--- config.mk ---
export PLATFORM = sky130hd
export DESIGN_NAME = motor_command_line_parser_unit
export DESIGN_NICKNAME = d
export VERILOG_FILES = /design/src/rtl/core/mclp_pkg.sv /design/src/rtl/core/motor_command_line_parser_unit.sv
export SDC_FILE = /design/constraint.sdc
export NUM_CORES = 1
export LEC_CHECK = 0
export BUFFER_PORTS_ARGS = -buffer_cell sky130_fd_sc_hd__buf_2
export CELL_PAD_IN_SITES_DETAIL_PLACEMENT = 0
export CELL_PAD_IN_SITES_GLOBAL_PLACEMENT = 1
export CORE_AREA = 2 2 146 148
export DETAILED_ROUTE_END_ITERATION = 6
export DIE_AREA = 0 0 148 150
export GPL_TIMING_DRIVEN = 0
export PLACE_DENSITY = 0.93
export SKIP_CTS_REPAIR_TIMING = 1
export SLEW_MARGIN = 25
export SYNTH_ARGS = -nofsm -noshare
export SYNTH_HDL_FRONTEND = slang
export SYNTH_SLANG_ARGS = --single-unit
--- constraint.sdc ---
create_clock -name clk -period 6.35 [get_ports clk]
set_input_delay 1.905 -clock clk [delete_from_list [all_inputs] [get_ports clk]]
set_output_delay 1.905 -clock clk [all_outputs]
set_load 0.01 [all_outputs]
--- src/rtl/core/mclp_pkg.sv ---
// Shared types, character codes and number-parse helpers for the motor command line parser.
// No dependencies.

package mclp_pkg;

    localparam int LINE_CAPACITY_DEF = 64;

    localparam logic [7:0] CH_LF    = 8'h0A;
    localparam logic [7:0] CH_CR    = 8'h0D;
    localparam logic [7:0] CH_NUL   = 8'h00;
    localparam logic [7:0] CH_SPACE = 8'h20;
    localparam logic [7:0] CH_TAB   = 8'h09;
    localparam logic [7:0] CH_VT    = 8'h0B;
    localparam logic [7:0] CH_FF    = 8'h0C;
    localparam logic [7:0] CH_PLUS  = 8'h2B;
    localparam logic [7:0] CH_MINUS = 8'h2D;
    localparam logic [7:0] CH_ZERO  = 8'h30;
    localparam logic [7:0] CH_NINE  = 8'h39;
    localparam logic [7:0] CH_LC_A  = 8'h61;
    localparam logic [7:0] CH_LC_Z  = 8'h7A;
    localparam logic [7:0] CH_F     = 8'h46;
    localparam logic [7:0] CH_B     = 8'h42;
    localparam logic [7:0] CH_L     = 8'h4C;
    localparam logic [7:0] CH_R     = 8'h52;
    localparam logic [7:0] CH_S     = 8'h53;
    localparam logic [7:0] CH_X     = 8'h58;
    localparam logic [7:0] CH_Y     = 8'h59;

    localparam logic [16:0] MAG_LIMIT = 17'd32768;

    typedef enum logic [1:0] {
        ACT_DRIVE  = 2'd0,
        ACT_BRAKE  = 2'd1,
        ACT_WHEELS = 2'd2
    } action_t;

    typedef enum logic [1:0] {
        PH_SKIP   = 2'd0,
        PH_DIGITS = 2'd1,
        PH_DONE   = 2'd2
    } phase_t;

    typedef struct packed {
        phase_t      phase;
        logic [16:0] value;
        logic        negative;
    } num_t;

    localparam num_t NUM_CLEAR = '{phase: PH_SKIP, value: 17'd0, negative: 1'b0};

    function automatic logic is_blank(input logic [7:0] c);
        return (c == CH_SPACE) || (c == CH_TAB) || (c == CH_VT) || (c == CH_FF);
    endfunction

    function automatic logic is_digit(input logic [7:0] c);
        return (c >= CH_ZERO) && (c <= CH_NINE);
    endfunction

    function automatic logic [16:0] accumulate(input logic [16:0] v, input logic [7:0] c);
        logic [19:0] wide;
        wide = ({3'b000, v} << 3) + ({3'b000, v} << 1) + {12'd0, c - CH_ZERO};
        return (wide > {3'b000, MAG_LIMIT}) ? MAG_LIMIT : wide[16:0];
    endfunction

    function automatic num_t num_feed(input num_t p, input logic [7:0] c);
        num_t r;
        r = p;
        case (p.phase)
            PH_SKIP:
            begin
                if (is_blank(c))
                begin
                    r = p;
                end
                else if ((c == CH_PLUS) || (c == CH_MINUS))
                begin
                    r.negative = (c == CH_MINUS);
                    r.phase    = PH_DIGITS;
                end
                else if (!is_digit(c))
                begin
                    r.phase = PH_DONE;
                end
                else
                begin
                    r.phase = PH_DIGITS;
                    r.value = accumulate(p.value, c);
                end
            end
            PH_DIGITS:
            begin
                if (!is_digit(c))
                begin
                    r.phase = PH_DONE;
                end
                else
                begin
                    r.value = accumulate(p.value, c);
                end
            end
            default:
            begin
                r = p;
            end
        endcase
        return r;
    endfunction

    function automatic logic signed [15:0] num_value(input num_t p);
        logic signed [17:0] m;
        m = $signed({1'b0, p.value});
        if (p.negative)
        begin
            return 16'(-m);
        end
        else if (p.value > 17'd32767)
        begin
            return 16'sh7FFF;
        end
        return 16'(m);
    endfunction

    function automatic logic signed [15:0] negate_sat(input logic signed [15:0] n);
        return (n == 16'sh8000) ? 16'sh7FFF : -n;
    endfunction

endpackage

--- src/rtl/core/motor_command_line_parser_unit.sv ---
// Latency: a result for a recognised command appears in the cycle after its line-end item is accepted.
// Throughput: one item per cycle; a line end of a non-empty line waits only while
// the result register is full and stalled, all other items are taken regardless.
// Reset clears the line state, the kept speed and turn settings and the result valid.
// Line state, settings and result register for the motor command line parser.
// Depends on mclp_pkg.

module motor_command_line_parser_unit
    import mclp_pkg::*;
#(
    parameter int LINE_CAPACITY = LINE_CAPACITY_DEF
)
(
    input  logic               clk,
    input  logic               rst_n,
    input  logic               rx_valid,
    output logic               rx_stall,
    input  logic [7:0]         rx_byte,
    output logic               cmd_valid,
    input  logic               cmd_stall,
    output logic [1:0]         action,
    output logic signed [15:0] speed,
    output logic signed [15:0] turn,
    output logic signed [15:0] left_wheel,
    output logic signed [15:0] right_wheel
);

    localparam int LEN_W = (LINE_CAPACITY > 2) ? $clog2(LINE_CAPACITY) : 1;
    localparam logic [LEN_W-1:0] LEN_LIMIT = LEN_W'(LINE_CAPACITY - 1);

    logic [LEN_W-1:0]   len_reg, len_next;
    logic [7:0]         letter_reg, letter_next;
    logic               ended_reg, ended_next;
    num_t               first_reg, first_next;
    logic               y_seen_reg, y_seen_next;
    num_t               second_reg, second_next;
    logic signed [15:0] speed_set_reg, speed_set_next;
    logic signed [15:0] turn_set_reg, turn_set_next;

    logic               out_valid_reg, out_valid_next;
    action_t            action_reg, action_next;
    logic signed [15:0] speed_reg, speed_next;
    logic signed [15:0] turn_reg, turn_next;
    logic signed [15:0] left_reg, left_next;
    logic signed [15:0] right_reg, right_next;

    logic line_end;
    logic finish;
    logic accept;

    assign line_end = (rx_byte == CH_LF) || (rx_byte == CH_CR);
    assign finish   = line_end && (len_reg != '0);
    assign rx_stall = out_valid_reg && cmd_stall && finish;
    assign accept   = rx_valid && !rx_stall;

    always_comb
    begin
        logic [7:0]         op;
        logic signed [15:0] n;
        logic               hit;
        logic               now_ended;

        len_next       = len_reg;
        letter_next    = letter_reg;
        ended_next     = ended_reg;
        first_next     = first_reg;
        y_seen_next    = y_seen_reg;
        second_next    = second_reg;
        speed_set_next = speed_set_reg;
        turn_set_next  = turn_set_reg;

        out_valid_next = out_valid_reg && cmd_stall;
        action_next    = action_reg;
        speed_next     = speed_reg;
        turn_next      = turn_reg;
        left_next      = left_reg;
        right_next     = right_reg;

        op        = letter_reg;
        n         = num_value(first_reg);
        hit       = 1'b1;
        now_ended = ended_reg || (rx_byte == CH_NUL);

        if ((op >= CH_LC_A) && (op <= CH_LC_Z))
        begin
            op = op - 8'h20;
        end

        if (accept && finish)
        begin
            speed_next = '0;
            turn_next  = '0;
            left_next  = '0;
            right_next = '0;
            unique case (op)
                CH_F:
                begin
                    speed_set_next = n;
                    turn_set_next  = '0;
                    action_next    = ACT_DRIVE;
                end
                CH_B:
                begin
                    speed_set_next = negate_sat(n);
                    turn_set_next  = '0;
                    action_next    = ACT_DRIVE;
                end
                CH_L:
                begin
                    turn_set_next = n;
                    action_next   = ACT_DRIVE;
                end
                CH_R:
                begin
                    turn_set_next = negate_sat(n);
                    action_next   = ACT_DRIVE;
                end
                CH_S:
                begin
                    speed_set_next = '0;
                    turn_set_next  = '0;
                    action_next    = ACT_BRAKE;
                end
                CH_X:
                begin
                    left_next   = n;
                    right_next  = y_seen_reg ? num_value(second_reg) : n;
                    action_next = ACT_WHEELS;
                end
                default:
                begin
                    hit = 1'b0;
                end
            endcase
            if (hit && (action_next == ACT_DRIVE))
            begin
                speed_next = speed_set_next;
                turn_next  = turn_set_next;
            end
            out_valid_next = hit;

            len_next    = '0;
            letter_next = '0;
            ended_next  = 1'b0;
            first_next  = NUM_CLEAR;
            y_seen_next = 1'b0;
            second_next = NUM_CLEAR;
        end
        else if (accept && !line_end && (len_reg < LEN_LIMIT))
        begin
            ended_next = now_ended;
            if (!now_ended)
            begin
                if (len_reg == '0)
                begin
                    letter_next = rx_byte;
                end
                else
                begin
                    first_next = num_feed(first_reg, rx_byte);
                    if (y_seen_reg)
                    begin
                        second_next = num_feed(second_reg, rx_byte);
                    end
                    else if (rx_byte == CH_Y)
                    begin
                        y_seen_next = 1'b1;
                    end
                end
            end
            len_next = len_reg + LEN_W'(1);
        end
    end

    always_ff @(posedge clk or negedge rst_n)
    begin
        if (!rst_n)
        begin
            len_reg       <= '0;
            letter_reg    <= '0;
            ended_reg     <= 1'b0;
            first_reg     <= NUM_CLEAR;
            y_seen_reg    <= 1'b0;
            second_reg    <= NUM_CLEAR;
            speed_set_reg <= '0;
            turn_set_reg  <= '0;
            out_valid_reg <= 1'b0;
        end
        else
        begin
            len_reg       <= len_next;
            letter_reg    <= letter_next;
            ended_reg     <= ended_next;
            first_reg     <= first_next;
            y_seen_reg    <= y_seen_next;
            second_reg    <= second_next;
            speed_set_reg <= speed_set_next;
            turn_set_reg  <= turn_set_next;
            out_valid_reg <= out_valid_next;
        end
    end

    always_ff @(posedge clk)
    begin
        action_reg <= action_next;
        speed_reg  <= speed_next;
        turn_reg   <= turn_next;
        left_reg   <= left_next;
        right_reg  <= right_next;
    end

    assign cmd_valid   = out_valid_reg;
    assign action      = action_reg;
    assign speed       = speed_reg;
    assign turn        = turn_reg;
    assign left_wheel  = left_reg;
    assign right_wheel = right_reg;

endmodule

-- Word level (Yosys, flattened, before mapping)
Index checks and enable logic that the tools add are counted.
- register bits: 155
- output and inout bits: 68
- logic and storage cells: 168
- equality and inequality tests: 27
- $lt $le $gt $ge: 9
- add/sub/neg operators: 10
- muxes and demuxes: 61
- reductions and logical operators: 43
- operators by type and width (operator ; count):
    $mux 20 ; 11
    $mux 16 ; 8
    $mux 17 ; 6
    $pmux 16 s3 ; 2
    $pmux 19 s2 ; 2
    $eq 8x7->1 const B ; 7
    $neg 16->16 ; 3
    $add 20x18->20 ; 2
    $add 20x8->20 ; 2
    $eq 8x4->1 const B ; 5
    $gt 20x16->1 const B ; 2
    $mux 8 ; 5
    $gt 17x15->1 const B ; 2
    $eq 8x6->1 const B ; 3
    $reduce_and 7->1 ; 3
    $mux 1 ; 20
    $ne 3x3->1 const B ; 6
    $reduce_and 6->1 ; 3
    $eq 16x16->1 const B ; 1
    $sub 8x6->8 const B ; 2
    $mux 6 ; 2
    $reduce_bool 2->1 ; 6
    $logic_and 1x1->1 ; 10
    $ge 8x6->1 const B ; 1
    21 further kinds ; 36

-- Logic depth before layout (Yosys ltp)
Gate-level depths: netlist of run 1.
- word-level depth: 13
- gate-level depth with buffers: 15
- gate-level depth less buffers: 14

-- Least setup slack after synthesis of run 1
No wires, ideal clock.
- path type: input port to flip-flop
- start: in rx_byte[1]
- end: reg action_reg[0], in the netlist action[0] (enable)
- setup slack: 815 ps
- arrival time: 5080 ps
- data required time: 5895 ps
- path buffers: 3
- library setup time: 455 ps
- stages on the path: 8
- path through: buf_2 -> nor3b_1 -> o21ai_0 -> nor3_1 -> nand3_1 -> inv_2 -> clkbuf_1 -> buf_1
- longest elaborated chain between the ends: 7
- elaborated cells between the ends (all ways): 8
- classes of those cells: 2 x eq/ne; 6 x reduce/logical
- ends and longest elaborated chain (item ; line ; text):
    start: declaration ; motor_command_line_parser_unit.sv:18 ; input logic [7:0] rx_byte,
    $eq 8x4->1 ; motor_command_line_parser_unit.sv:51 ; assign line_end = (rx_byte == CH_LF) || (rx_byte == CH_CR);
    $logic_or 1x1->1 (*) ; motor_command_line_parser_unit.sv:51 ;
    $logic_and 1x1->1 (*) ; motor_command_line_parser_unit.sv:52 ; assign finish = line_end && (len_reg != '0);
    $logic_and 1x1->1 ; motor_command_line_parser_unit.sv:53 ; assign rx_stall = out_valid_reg && cmd_stall && finish;
    $logic_not 1->1 ; motor_command_line_parser_unit.sv:54 ; assign accept = rx_valid && !rx_stall;
    $logic_and 1x1->1 ; motor_command_line_parser_unit.sv:54 ;
    $logic_and 1x1->1 (*) ; motor_command_line_parser_unit.sv:89 ; if (accept && finish)
    end signal: assignment ; motor_command_line_parser_unit.sv:205 ; action_reg <= action_next;
    end: declaration ; motor_command_line_parser_unit.sv:41 ; action_t action_reg, action_next;
Mark *: on every way between the ends. The rest lies on a longest branch, timed or not.
A chain may end at the register's enable or synchronous reset.

-- Worst setup path after layout of run 1
- start: in rx_byte[4]
- end: reg second_reg[1] (netlist bit)
- longest elaborated chain between the ends: 13
- elaborated cells between the ends (all ways): 47
- classes of those cells: 2 x add/sub; 3 x order compare; 12 x eq/ne; 10 x mux; 20 x reduce/logical
- ends and longest elaborated chain (item ; line ; text):
    $sub 8x6->8 ; mclp_pkg.sv:61 ; wide = ({3'b000, v} << 3) + ({3'b000, v} << 1) + {12'd0, c - CH_ZERO};
    $add 20x8->20 ; mclp_pkg.sv:61 ;
    $gt 20x16->1 ; mclp_pkg.sv:62 ; return (wide > {3'b000, MAG_LIMIT}) ? MAG_LIMIT : wide[16:0];
    $mux 17 ; mclp_pkg.sv:62 ;
    $mux 17 ; mclp_pkg.sv:80, mclp_pkg.sv:92 ;
    $mux 17 ; mclp_pkg.sv:75 ; else if ((c == CH_PLUS) || (c == CH_MINUS))
    $mux 20 ; mclp_pkg.sv:71 ; if (is_blank(c))
    $pmux 19 s2 ; mclp_pkg.sv:68 ; case (p.phase)
    $mux 20 ; motor_command_line_parser_unit.sv:161 ; if (y_seen_reg)
    $mux 20 ; motor_command_line_parser_unit.sv:154 ; if (len_reg == '0)
    $mux 20 ; motor_command_line_parser_unit.sv:152 ; if (!now_ended)
    $mux 20 ; motor_command_line_parser_unit.sv:149 ; else if (accept && !line_end && (len_reg < LEN_LIMIT))
    $mux 20 ; motor_command_line_parser_unit.sv:89 ;
    end signal: assignment ; motor_command_line_parser_unit.sv:196 ; second_reg <= second_next;
    end: declaration ; motor_command_line_parser_unit.sv:36 ; num_t second_reg, second_next;
Several ways; a longest one is shown, not always the timed one. The select of a mux whose other input is x is not followed.

==> run summary, run 1 <==
HPWL after DPL: 22490 um
IR drop worst, VDD: 0.2157 mV
post-synthesis net count: 1214
cts bufs inserted: 17
Setup Viol. Count Final: 0
die area: 22200 um2
crit end category: register
CP Launch Type: primary input
Antenna diodes: 0
fin. max-slew vios: 0
GRT Util Overall: 26.90%
final instance area: 11990 um2
latest clock arrival within the worst-skew pair: 0.43 ns
RSZ-0062 raised after global routing: no
Leakage Power: 5.280 nW
largest fanout on the critical path: 8
Relative slew margins: 45.60%
row cnt: 53
Post-DRT Antenna Nets: 0
Synth Register Bits: 139
Starting Density: 51.10%
Fmax achieved: 0.1694 GHz
DR WL/cell: 19.48 um
period utilisation layout: 92.94%
sequential share of the synthesized area: 36.02%
leading area contributor after synthesis: edfxtp_1
drt first pass iters: 5
min cycle time layout: 5.902 ns
R2R cell count: 14
global route total overflow: 0
core area: 20690 um2
count leader, synth: nand2_1
mapped cell area: 10570 um2
port buffer count: 77
Post-Syn Area per Cell: 9.440 um2
Routed WL: 29360 um
Nets: 1313
CP arrival: 6.26 ns
clk_skew: 0.01189 ns
Post-Syn Instances: 1120
DR iter-0 viols: 603
post-synth top area share: 18.75%
Synth Warn #: 0
Die Wd: 148 um
vias in the first global route: 8616
Post-synth top flop: dfrtp_1
Die H: 150 um
Hold Path Stages: 2
Post-synth EDFFs: 66
global-route wire length before repair: 47060 um
placed cell area: 11390 um2
post-synthesis cell type count: 102
CTS Buffer Depth: 2
final RePlAce weighted congestion: 0.9722
synth cell count leaders: nand2_1 (94), a21oi_1 (76), nor2_1 (75)
largest cells by area after synthesis: edfxtp_1 (19%), dfrtp_1 (17%), ha_1 (8.3%), a21oi_1 (3.6%), nand2_1 (3.3%)
maxcap violations: 0
TritonCTS clock tree: built
FF-to-FF setup slack: 0.93 ns
worst-margin pin slew: 0.8085 ns
initial antenna violation count: 0
I/O pin count: 80
DR vias: 9381
data required time of the critical path: 6.71 ns
Root Driver: clkbuf_16
Via density: 6.225
Power, Total: 3.402 mW
Area Growth Syn to Fin: 13.40%
H-tree depth: 4
asr flop ratio synth: 52.52%
Num Clock Sinks: 139
drt drc: 0
Fin. Hold Viols: 0
Power Dens Cells: 283.8 nW/um2
WS Path Type: in2reg
status: finished clean
largest net degree at the start of global routing: 47
Reg clk slew, reported paths: 0.06 ns
layout cells sized above 1: 15.50%
type of the most critical hold path: reg2reg
-- final cells by class --
class / count / area [um2]
Multi-Input combinational cell: 885 / 6376
Clock inverter: 15 / 177.7
Clock buffer: 17 / 425.4
Buffer: 63 / 270.3
Sequential cell: 139 / 3809
Inverter: 33 / 123.9
Tap cell: 275 / 344.1
Timing Repair Buffer: 80 / 462.9
Fill cell: 1795 / 8701
-- cells by family after synthesis --
group	share of synthesized area, %
muxes	2.012
buffers and inverters	3.716
and+or+nand+nor	19.29
AOI/OAI and AO/OA	24.34
xor gates and xnor gates	4.059
DFF	36.02
adders and majority gates	10.56
-- placed cells by master (no fill, tap or decap), types with 12 or more instances in the layout --
| cell type | netlist | layout |
|---|---|---|
| nand2_1 | 94 | 94 |
| buf_2 | 13 | 90 |
| a21oi_1 | 76 | 76 |
| nor2_1 | 75 | 75 |
| dfrtp_1 | 73 | 73 |
| ha_1 | 70 | 70 |
| edfxtp_1 | 66 | 66 |
| o21ai_0 | 61 | 61 |
| clkbuf_1 | 43 | 43 |
| nand3_1 | 38 | 38 |
| inv_1 | 30 | 30 |
| nor3_1 | 30 | 30 |
| xor2_1 | 25 | 25 |
| xnor2_1 | 24 | 24 |
| a22o_1 | 21 | 21 |
| nand4_1 | 18 | 18 |
| a32o_1 | 17 | 17 |
| a21o_1 | 17 | 17 |
| clkbuf_16 | 0 | 17 |
| or3_1 | 15 | 15 |
| nor4_1 | 14 | 14 |
| o31ai_1 | 14 | 14 |
| a221oi_1 | 14 | 14 |
| and2_1 | 13 | 13 |
| o21a_1 | 13 | 13 |
| fa_1 | 12 | 12 |
-- power breakdown --
group          switching (mW)  leakage, nW  internal [mW]  total, mW
Combinational           0.820         3.36          0.469       1.29
Sequential             0.0847         1.63           1.01       1.09
Clock                   0.429        0.288          0.594       1.02
Total                    1.33         5.28           2.07       3.40
-- metal layers --
metal  GRT usage (%)  wire (um)
met3           3.537       1603
met2           42.25      13410
met4           13.43       1367
met5               0          0
met1           36.72      12980
-- path summary, 6_finish.rpt --
kind,start,to
max,rx_byte[4],second_reg[1]
max in group asynchronous,rst_n,second_reg[11]
min reg2reg,speed_set_reg[3],speed_set_reg[3]
min in group asynchronous,rst_n,speed_set_reg[13]
max reg2reg,first_reg[5],speed[14]
min,speed_set_reg[3],speed_set_reg[3]
-- through the flow --
stage	setup TNS [ns]	utilization [%]	hold slack, ns	setup slack [ns]	instances
6_report	0	57.95	0.4795	0.4483	1507
3_5_place_dp	0	55.03	0.4689	0.06541	1475
4_1_cts	0	57.95	0.4842	0.4636	1507
3_3_place_gp	-34.84	54.63	0.4529	-0.4932	1472
2_1_floorplan	0	-	0.4386	0.8153	1120
5_1_grt	0	57.95	0.5053	0.2382	1507
-- critical path, stage by stage --
cell      delay, ns
buf_2          0.13
ha_1           0.22
xnor2_1        0.45
fa_1           0.52
ha_1           0.39
and3_1         0.22
a31oi_2        0.32
a31oi_1        0.19
or4_1          0.50
a222oi_1       0.56
nand4_1        0.39
nor2_4         0.30
a22o_1         0.16
Note: power is estimated with default switching activity, not from simulation.
==> inputs of run 2 (changes only) <==
- CORE_AREA: 2 2 146 148 -> 2 2 145 147
- CTS_BUF_LIST: not set -> sky130_fd_sc_hd__clkbuf_8
- DIE_AREA: 0 0 148 150 -> 0 0 147 149
- PLACE_DENSITY: 0.93 -> 0.94
==> run summary, run 2 (same netlist as run 1, synthesis figures left out) <==
status: finished clean
Relative slew margins: 46.73% (+1.1 points)
Num Clock Sinks: 139 (unchanged)
data required time of the critical path: 6.74 ns (+0.03 ns)
DR vias: 9459 (+0.83%)
H-tree depth: 4 (unchanged)
clk_skew: 0.01355 ns (+0.001662 ns)
worst-margin pin slew: 0.7923 ns (-0.01616 ns)
I/O pin count: 80 (unchanged)
CP Launch Type: primary input
Starting Density: 51.43% (+0.33 points)
min cycle time layout: 5.875 ns (-0.02682 ns)
Antenna diodes: 0 (unchanged)
type of the most critical hold path: reg2reg
Die H: 149 um (-0.67%)
Root Driver: clkbuf_8
final hold slack: 0.4928 ns (+0.01328 ns)
final RePlAce weighted congestion: 0.9529 (-2.0%)
layout cells sized above 1: 15.50% (unchanged)
most common cell after layout, fill and taps aside: nand2_1
global route total overflow: 0 (unchanged)
worst setup margin: 0.4751 ns (+0.02682 ns)
DP Worst Slack: 0.002839 ns (-0.06258 ns)
global-route wire length before repair: 46720 um (-0.72%)
CP arrival: 6.27 ns (about the same)
period utilisation layout: 92.52% (-0.42 points)
largest net degree at the start of global routing: 55 (+17%)
Via density: 6.277 (+0.83%)
die area: 21900 um2 (-1.3%)
GRT Util Overall: 26.90% (about the same)
Fmax achieved: 0.1702 GHz (+0.46%)
met3 GRT Util: 3.547% (+0.011 points)
row cnt: 53 (unchanged)
Setup TNS: 0 ns (unchanged)
IR drop worst, VDD: 0.1545 mV (-28%)
initial antenna violation count: 0 (unchanged)
Setup Viol. Count Final: 0 (unchanged)
cts bufs inserted: 17 (unchanged)
WS Path Type: in2reg
latest clock arrival within the worst-skew pair: 0.46 ns (+0.03 ns)
core area: 20560 um2 (-0.64%)
maxcap violations: 0 (unchanged)
Post-Layout Cell Count: 1507 (unchanged)
dpl cells: 1475 (unchanged)
drt drc: 0 (unchanged)
Power, Total: 3.115 mW (-8.4%)
Post-DRT Antenna Nets: 0 (unchanged)
met2 Usage GRT: 43.57% (+1.3 points)
drt first pass iters: 6 (+1)
port buffer count: 77 (unchanged)
TritonCTS clock tree: built
RSZ-0062 raised after global routing: no
largest fanout on the critical path: 8 (unchanged)
Fin. Hold Viols: 0 (unchanged)
Power Dens Cells: 264.5 nW/um2 (-6.8%)
commonest non-fill, non-tap cells in the layout: nand2_1 (94), buf_2 (90), a21oi_1 (76)
CTS Buffer Depth: 2 (unchanged)
Leakage Power: 5.189 nW (-1.7%)
layer with the highest usage: met2
Routed WL: 29360 um (about the same)
fin. max-slew vios: 0 (unchanged)
Area Growth Syn to Fin: 11.40%
HPWL after DPL: 22690 um (+0.89%)
Nets: 1313 (unchanged)
DR iter-0 viols: 673 (+12%)
Reg clk slew, reported paths: 0.09 ns (+0.03 ns)
Die Wd: 147 um (-0.68%)
met1 Usage GRT: 36.18% (-0.54 points)
crit end category: register
vias in the first global route: 8750 (+1.6%)
DR WL/cell: 19.48 um (about the same)
==> run 2: cell count changes in the layout (fill, tap and decap cells not counted), sizes merged <==
cell and delta:
bufinv -1, inv +2, clkinvlp -1
==> run 2: where the power goes <==
group / total (mW) / switching, mW / internal (mW)
logic: 1.29 / 0.823 / 0.470
clock network: 0.732 / 0.402 / 0.330
registers: 1.09 / 0.0862 / 1.00
total: 3.11 / 1.31 / 1.80
==> run 2: worst paths after layout <==
kind	start	endpoint	slack, ns	cells after the start
worst max-delay path	rx_byte[4]	second_reg[1]	0.48	13
worst min-delay path	speed_set_reg[3]	speed_set_reg[3]	0.49	2
worst max register to register	first_reg[6]	speed[14]	0.98	14
worst min register to register	speed_set_reg[3]	speed_set_reg[3]	0.49	2
max in group asynchronous	rst_n	speed_set_reg[7]	4.42	2
min in group asynchronous	rst_n	first_reg[13]	1.34	1
==> run 2: critical path, cell delays in order <==
cell	delay, ns
buf_2	0.13
ha_1	0.22
xnor2_1	0.43
fa_1	0.52
ha_1	0.38
and3_1	0.22
a31oi_2	0.32
a31oi_1	0.19
or4_1	0.51
a222oi_1	0.57
nand4_1	0.40
nor2_4	0.30
a22o_1	0.16
==> run 2: stage by stage <==
stage          cell area, um2  utilization, %
3_3_place_gp            11300           54.98
6_report                11780           57.29
2_1_floorplan           10570               -
5_1_grt                 11780           57.29
3_5_place_dp            11380           55.35
4_1_cts                 11780           57.29
==> run 2: routing by layer <==
layer	vias up	part of all wire [%]
met5	-	0
met4	0	4.0
met3	68	4.9
met2	356	46
met1	4534	45
li1	4501	-
==> run 2: layout make-up <==
| class | instances | area, um2 |
|---|---|---|
| Fill cell | 1837 | 8780 |
| Multi-Input combinational cell | 885 | 6376 |
| Sequential cell | 139 | 3809 |
| Timing Repair Buffer | 80 | 455.4 |
| Tap cell | 275 | 344.1 |
| Buffer | 63 | 270.3 |
| Clock buffer | 17 | 234.0 |
| Clock inverter | 15 | 165.2 |
| Inverter | 33 | 123.9 |
